File: src/design/pftp_pkg.sv
package pftp_pkg;

  localparam int COORD_W = 24;
  localparam int DIFF_W  = 25;
  localparam int SUM_W   = 26;
  localparam int PROD_W  = 50;
  localparam int CROSS_W = 51;
  localparam int MAG_W   = 50;
  localparam int HALF_W  = 25;
  localparam int SQ_W    = 100;
  localparam int RAD_W   = 106;
  localparam int ROOT_W  = 53;
  localparam int REM_W   = 55;
  localparam int FRAC_W  = 30;
  localparam int NORM_W  = 32;
  localparam int THR_W   = 32;
  localparam int DIV_LAT = FRAC_W + 2;

  // floor(x / 3) == (x * DIV3_RECIP) >> DIV3_SHIFT for all x < 2^27
  localparam int DIV3_SHIFT = 27;
  localparam logic [DIV3_SHIFT-1:0] DIV3_RECIP = 27'd44739243;

  localparam logic [THR_W-1:0] THR_RESET = 32'd1000;

  typedef struct packed {
    logic signed [COORD_W-1:0] a_x;
    logic signed [COORD_W-1:0] a_y;
    logic signed [COORD_W-1:0] a_z;
    logic signed [COORD_W-1:0] b_x;
    logic signed [COORD_W-1:0] b_y;
    logic signed [COORD_W-1:0] b_z;
    logic signed [COORD_W-1:0] c_x;
    logic signed [COORD_W-1:0] c_y;
    logic signed [COORD_W-1:0] c_z;
  } in_t;

  typedef struct packed {
    logic signed [NORM_W-1:0]  normal_x;
    logic signed [NORM_W-1:0]  normal_y;
    logic signed [NORM_W-1:0]  normal_z;
    logic signed [COORD_W-1:0] origin_x;
    logic signed [COORD_W-1:0] origin_y;
    logic signed [COORD_W-1:0] origin_z;
    logic [ROOT_W-1:0]         cross_len;
    logic                      collinear;
  } out_t;

  // word passed from the front to the back through the queue
  typedef struct packed {
    logic signed [CROSS_W-1:0] cross_x;
    logic signed [CROSS_W-1:0] cross_y;
    logic signed [CROSS_W-1:0] cross_z;
    logic signed [COORD_W-1:0] origin_x;
    logic signed [COORD_W-1:0] origin_y;
    logic signed [COORD_W-1:0] origin_z;
  } mid_t;

  typedef struct packed {
    logic [2:0]                sign;
    logic [MAG_W-1:0]          mag_x;
    logic [MAG_W-1:0]          mag_y;
    logic [MAG_W-1:0]          mag_z;
    logic signed [COORD_W-1:0] origin_x;
    logic signed [COORD_W-1:0] origin_y;
    logic signed [COORD_W-1:0] origin_z;
  } side_t;

  typedef struct packed {
    logic [2:0]                sign;
    logic [ROOT_W-1:0]         mag;
    logic                      col;
    logic signed [COORD_W-1:0] origin_x;
    logic signed [COORD_W-1:0] origin_y;
    logic signed [COORD_W-1:0] origin_z;
  } dside_t;

endpackage

File: src/design/pftp_queue.sv
module pftp_queue import pftp_pkg::*; (
  input  logic clk,
  input  logic rst,
  input  logic push,
  input  mid_t wdata,
  output logic full,
  output logic pop,
  output mid_t rdata
);

  mid_t slot [2];
  logic wptr, rptr;
  logic [1:0] cnt;

  assign full  = (cnt == 2'd2);
  assign pop   = (cnt != 2'd0);
  assign rdata = slot[rptr];

  always_ff @(posedge clk) begin
    if (rst) begin
      wptr <= 1'b0;
      rptr <= 1'b0;
      cnt  <= 2'd0;
    end else begin
      if (push) wptr <= ~wptr;
      if (pop) rptr <= ~rptr;
      cnt <= cnt + 2'(push) - 2'(pop);
    end
  end

  always_ff @(posedge clk) begin
    if (push) slot[wptr] <= wdata;
  end

endmodule

File: config.mk
export PLATFORM = sky130hd
export DESIGN_NAME = pftp_queue
export DESIGN_NICKNAME = d
export VERILOG_FILES = /design/src/design/pftp_pkg.sv /design/src/design/pftp_queue.sv
export SDC_FILE = /design/constraint.sdc
export NUM_CORES = 1
export LEC_CHECK = 0
export BUFFER_PORTS_ARGS = -buffer_cell sky130_fd_sc_hd__buf_4
export CORE_ASPECT_RATIO = 1.1
export CORE_MARGIN = 3
export CORE_UTILIZATION = 47
export DETAILED_ROUTE_END_ITERATION = 7
export PLACE_DENSITY_LB_ADDON = 0.12
export SLEW_MARGIN = 20
export SYNTH_ARGS = -nofsm -noshare
export SYNTH_HDL_FRONTEND = slang
export SYNTH_SLANG_ARGS = --single-unit
File: constraint.sdc
create_clock -name clk -period 11.55 [get_ports clk]
set_input_delay 0.5775 -clock clk [delete_from_list [all_inputs] [get_ports clk]]
set_output_delay 0.5775 -clock clk [all_outputs]
set_load 0.02 [all_outputs]
# After elaboration in Yosys (flattened, before gate mapping)
# Memory sizes are Yosys's and may differ from the RTL's. A register that Yosys moved wholly into a read port is not among the register bits.
# Index checks and enable logic that the tools add are counted.
[totals]
ramBits = 450
elab_cells = 14
out_inout_bits = 227
reg_bits = 4
inputBits = 228
mem_count = 1
[memory_table]
columns = ["name", "depth", "width", "rd", "rd_ports_with_merged_regs", "write_ports", "line", "rtl"]
rows = [
  ["slot", 2, 225, 1, 1, 1, "pftp_queue.sv:11", "mid_t slot [2];"],
]
[op_classes]
muxes = 4
n_bitwise = 2
reduce_logical = 1
add_sub_neg = 2
n_eq_ne = 1
[op_table]
columns = ["cell", "n"]
rows = [
  ["2-to-1 mux 1 bit", 4],
  ["adder 2 x 1 -> 2 bit", 1],
  ["== test 2 bit (second input constant)", 1],
  ["inverter 1 bit", 2],
  ["nonzero test 2 bit", 1],
  ["subtractor 2 x 1 -> 2 bit", 1],
]

# Longest topological paths before layout
[logic_depth]
ltp_word = 3
mapped_depth = 4

# Least setup slack after synthesis
# Ideal clock, no wire load.
[synth_path]
path_kind = "input to register"
start = "in push"
end = "mem slot[0][0] (netlist name), enable pin"
setup_ps = 841
t_arrival_ps = 10269
path_slack_ps = 440
n_path_buf = 0
path_stages = 1
cell_sequence = "nor2b_1"
[synth_via]
elab_chain_len = 2
[synth_lines]
columns = ["item", "line", "rtl"]
rows = [
  ["start: declaration", "pftp_queue.sv:4", "input logic push,"],
  ["2-to-1 mux 1 bit", "pftp_queue.sv:32", "if (push) slot[wptr] <= wdata;"],
  ["2-to-1 mux 1 bit (not written as such)", "pftp_queue.sv:32", ""],
  ["end: declaration", "pftp_queue.sv:11", ""],
]
# No other way between the ends.

==> metrics.txt <==
status=completed; Clock Sink Count=roughly 460; Nets=1,436; hold buffers post-CTS=0; Final Slew Violations=0; Leakage Power=0.00861 uW; Post-Route WL=37,000 um; share of post-route cells with drive strength above 1=between 60% and 70%; # setup viols final=0; Placed Area=approximately 0.021 sq mm; IO Count=approximately 460; Die Span X=between 150 and 200 um; Least-Margin Pin Slew=1.04 ns; Residual DRC=0; core area=0.0355 sq mm; Die ar.=roughly 0.039 sq mm; Iteration-0 DRC Markers=~400; Via density=4.92; Root Driver=clkbuf_16; clk_lat worst skew=between 0.5 and 0.6 ns; Slowest cell on crit path=buf_4; Post-DRT Antenna Nets=0; # rows=72; Critical Path AT=3.02 ns; Final Total Pwr=just under 4000 uW; post-DR wirelength/cell=approximately 21 um; CP required=roughly 11 ns; Total GRT Usage=between 10% and 20%; clock skew=0.0134 ns; minimum clock period after layout=~3.6 ns; TritonCTS Buffers=between 40 and 50; syn_nets=950; pin count of the biggest net entering global routing=110; drt first pass iters=4; setup bufs post-CTS=0; most used cell, CP=buf_4; Die H=slightly above 200 um; first-pass GRT wire length=53,100 um; Vias=between 8,000 and 9,000; # resized after CTS=0; instance count of the mapped netlist=between 700 and 800; Max Freq=278 MHz; CTS tree=yes; Design Area, Final=around 0.022 sq mm; syn_area_per_cell=23.7 sq um; register area share after synthesis=79.8%; crit path kind=reg2out; Max-slew headroom=about 30%; Seq cells post-synth=roughly 460; initial antenna violation count=6; Worst-path clk slew=~0.060 ns; area delta synth->final=31.1%; final setup TNS=0 ns; Top Family by Delay on Critical Path=buffers and inverters; yosys warns=0; Max IR drop VDD=between 0.1 and 0.15 mV; Fin Hold WS=about 0.21 ns; CP cell instances=buf_4 > mux2_2 > buf_4; DP HPWL=roughly 26,000 um; Hold WC Path Type=in2reg; Bufs on Longest Clock Path=3; Critical Path Max Stage Delay=~0.92 ns; Final GP Congestion=just over 0.8; Initial Utilization=between 40 and 50%; startpoint type of the worst setup path=register; Max Cap Violations=0; global route overflow=0; fill cell count=around 2,600; power density over the cells=about 170 mW/mm^2; Yosys cell types=17; Post-Syn Area=0.0171 sq mm; RSZ-0062 raised after global routing=no; Port-buffer cells=between 400 and 500; fin crit share=between 30% and 40%; Crit. End Element=output pin; vias in the first global route=~9,000; Critical Path Fanout Max=60; endpoints failing hold=0; Buf+Inv Stages, Crit Path=2; H-Tree Depth=2
cells in the final DEF, fill, tap and decap left out:
master / n
mux2_4: 150
xnor2_1: 1
buf_4: 462
a21oi_1: 1
dfxtp_1: 4
ha_1: 1
buf_12: 1
diode_2: 5
nor2_1: 1
nand3b_1: 1
bufinv_16: 2
dfxtp_4: 1
clkinv_1: 12
clkinvlp_4: 3
mux2_2: 75
or2_2: 1
edfxtp_1: 450
clkinv_2: 7
o21a_1: 1
clkbuf_1: 11
and2_4: 1
nor3_1: 3
clkbuf_16: 49
nor2b_4: 1
a21bo_2: 1
nor2b_1: 3
synth_stat cells:
| master | number | area [sq um] |
|---|---|---|
| buf_6 | 18 | 203 |
| nor2b_1 | 4 | 25.0 |
| edfxtp_1 | 450 | 13500 |
| and2_1 | 1 | 6.26 |
| xnor2_1 | 1 | 8.76 |
| o21a_1 | 1 | 7.51 |
| buf_2 | 7 | 35.0 |
| a21bo_2 | 1 | 10.0 |
| a21oi_1 | 1 | 5.00 |
| ha_1 | 1 | 12.5 |
| mux2_2 | 75 | 845 |
| mux2_4 | 150 | 2250 |
| or2_2 | 1 | 6.26 |
| nor3_1 | 3 | 15.0 |
| nand3b_1 | 1 | 7.51 |
| dfxtp_1 | 5 | 100 |
| nor2_1 | 1 | 3.75 |
cell families (layout without fill, tap and decap cells):
kind of cell	count (synthesis)	after routing	synth area share [%]
other	0	5	0
buffers and inverters	25	547	1.39
multiplexers	225	225	18.2
XOR/XNOR	1	1	0.0514
AND/OR/NAND/NOR	11	11	0.374
AO/OA/AOI/OAI	3	3	0.132
adder cells (fa/ha/maj)	1	1	0.0734
flip-flops	455	455	79.8
registers in the layout, indices dropped and copies added (netlist names), named ones only:
register / cells
rptr: 1
cnt: 2
wptr: 1
slot: 450
metal layers:
metal	wire (um)	GRT usage, %	part of all wire (%)
met5	20	0	0.054
met1	12400	19.2	34
met4	1360	7.91	3.7
met3	3470	7.48	9.4
met2	19800	32.7	53
final timing paths:
kind	from	endpoint	slack (ns)	cells past startpoint
worst max-delay path	register	rdata[43]	7.96	3
worst max register to register	wptr	slot[1][160]	8.73	3
worst min-delay path	wdata[15]	slot[0][15]	0.21	1
worst min register to register	cnt[1]	cnt[1]	0.55	2
stage by stage:
step                      cells  util [%]  worst slack, ns
after global routing       1729      63.0             7.78
after CTS                  1724      63.0             7.91
after detailed placement   1640      58.9             8.40
final                      1729      63.0             7.96
after global placement     1640      58.9             8.38
after floorplan             721         -            0.440
layout make-up:
cell class              count  area, sq um  share of cell area, %
flip-flops and latches    455        13600                   60.9
repair buffers            463         3490                   15.6
clock buffers              60         1270                   5.67
multi-input cells         241         3210                   14.4
clock inverters            24          163                  0.727
well taps                 481          602                   2.69
diodes                      5         12.5                 0.0559
report_power, final:
group / leakage, uW / internal, uW / switching, uW
Sequential: 0.00427 / 1930 / 31.7
Combinational: 0.00365 / 243 / 247
Clock: 0.000692 / 815 / 581
(Power assumes the default switching activity.)
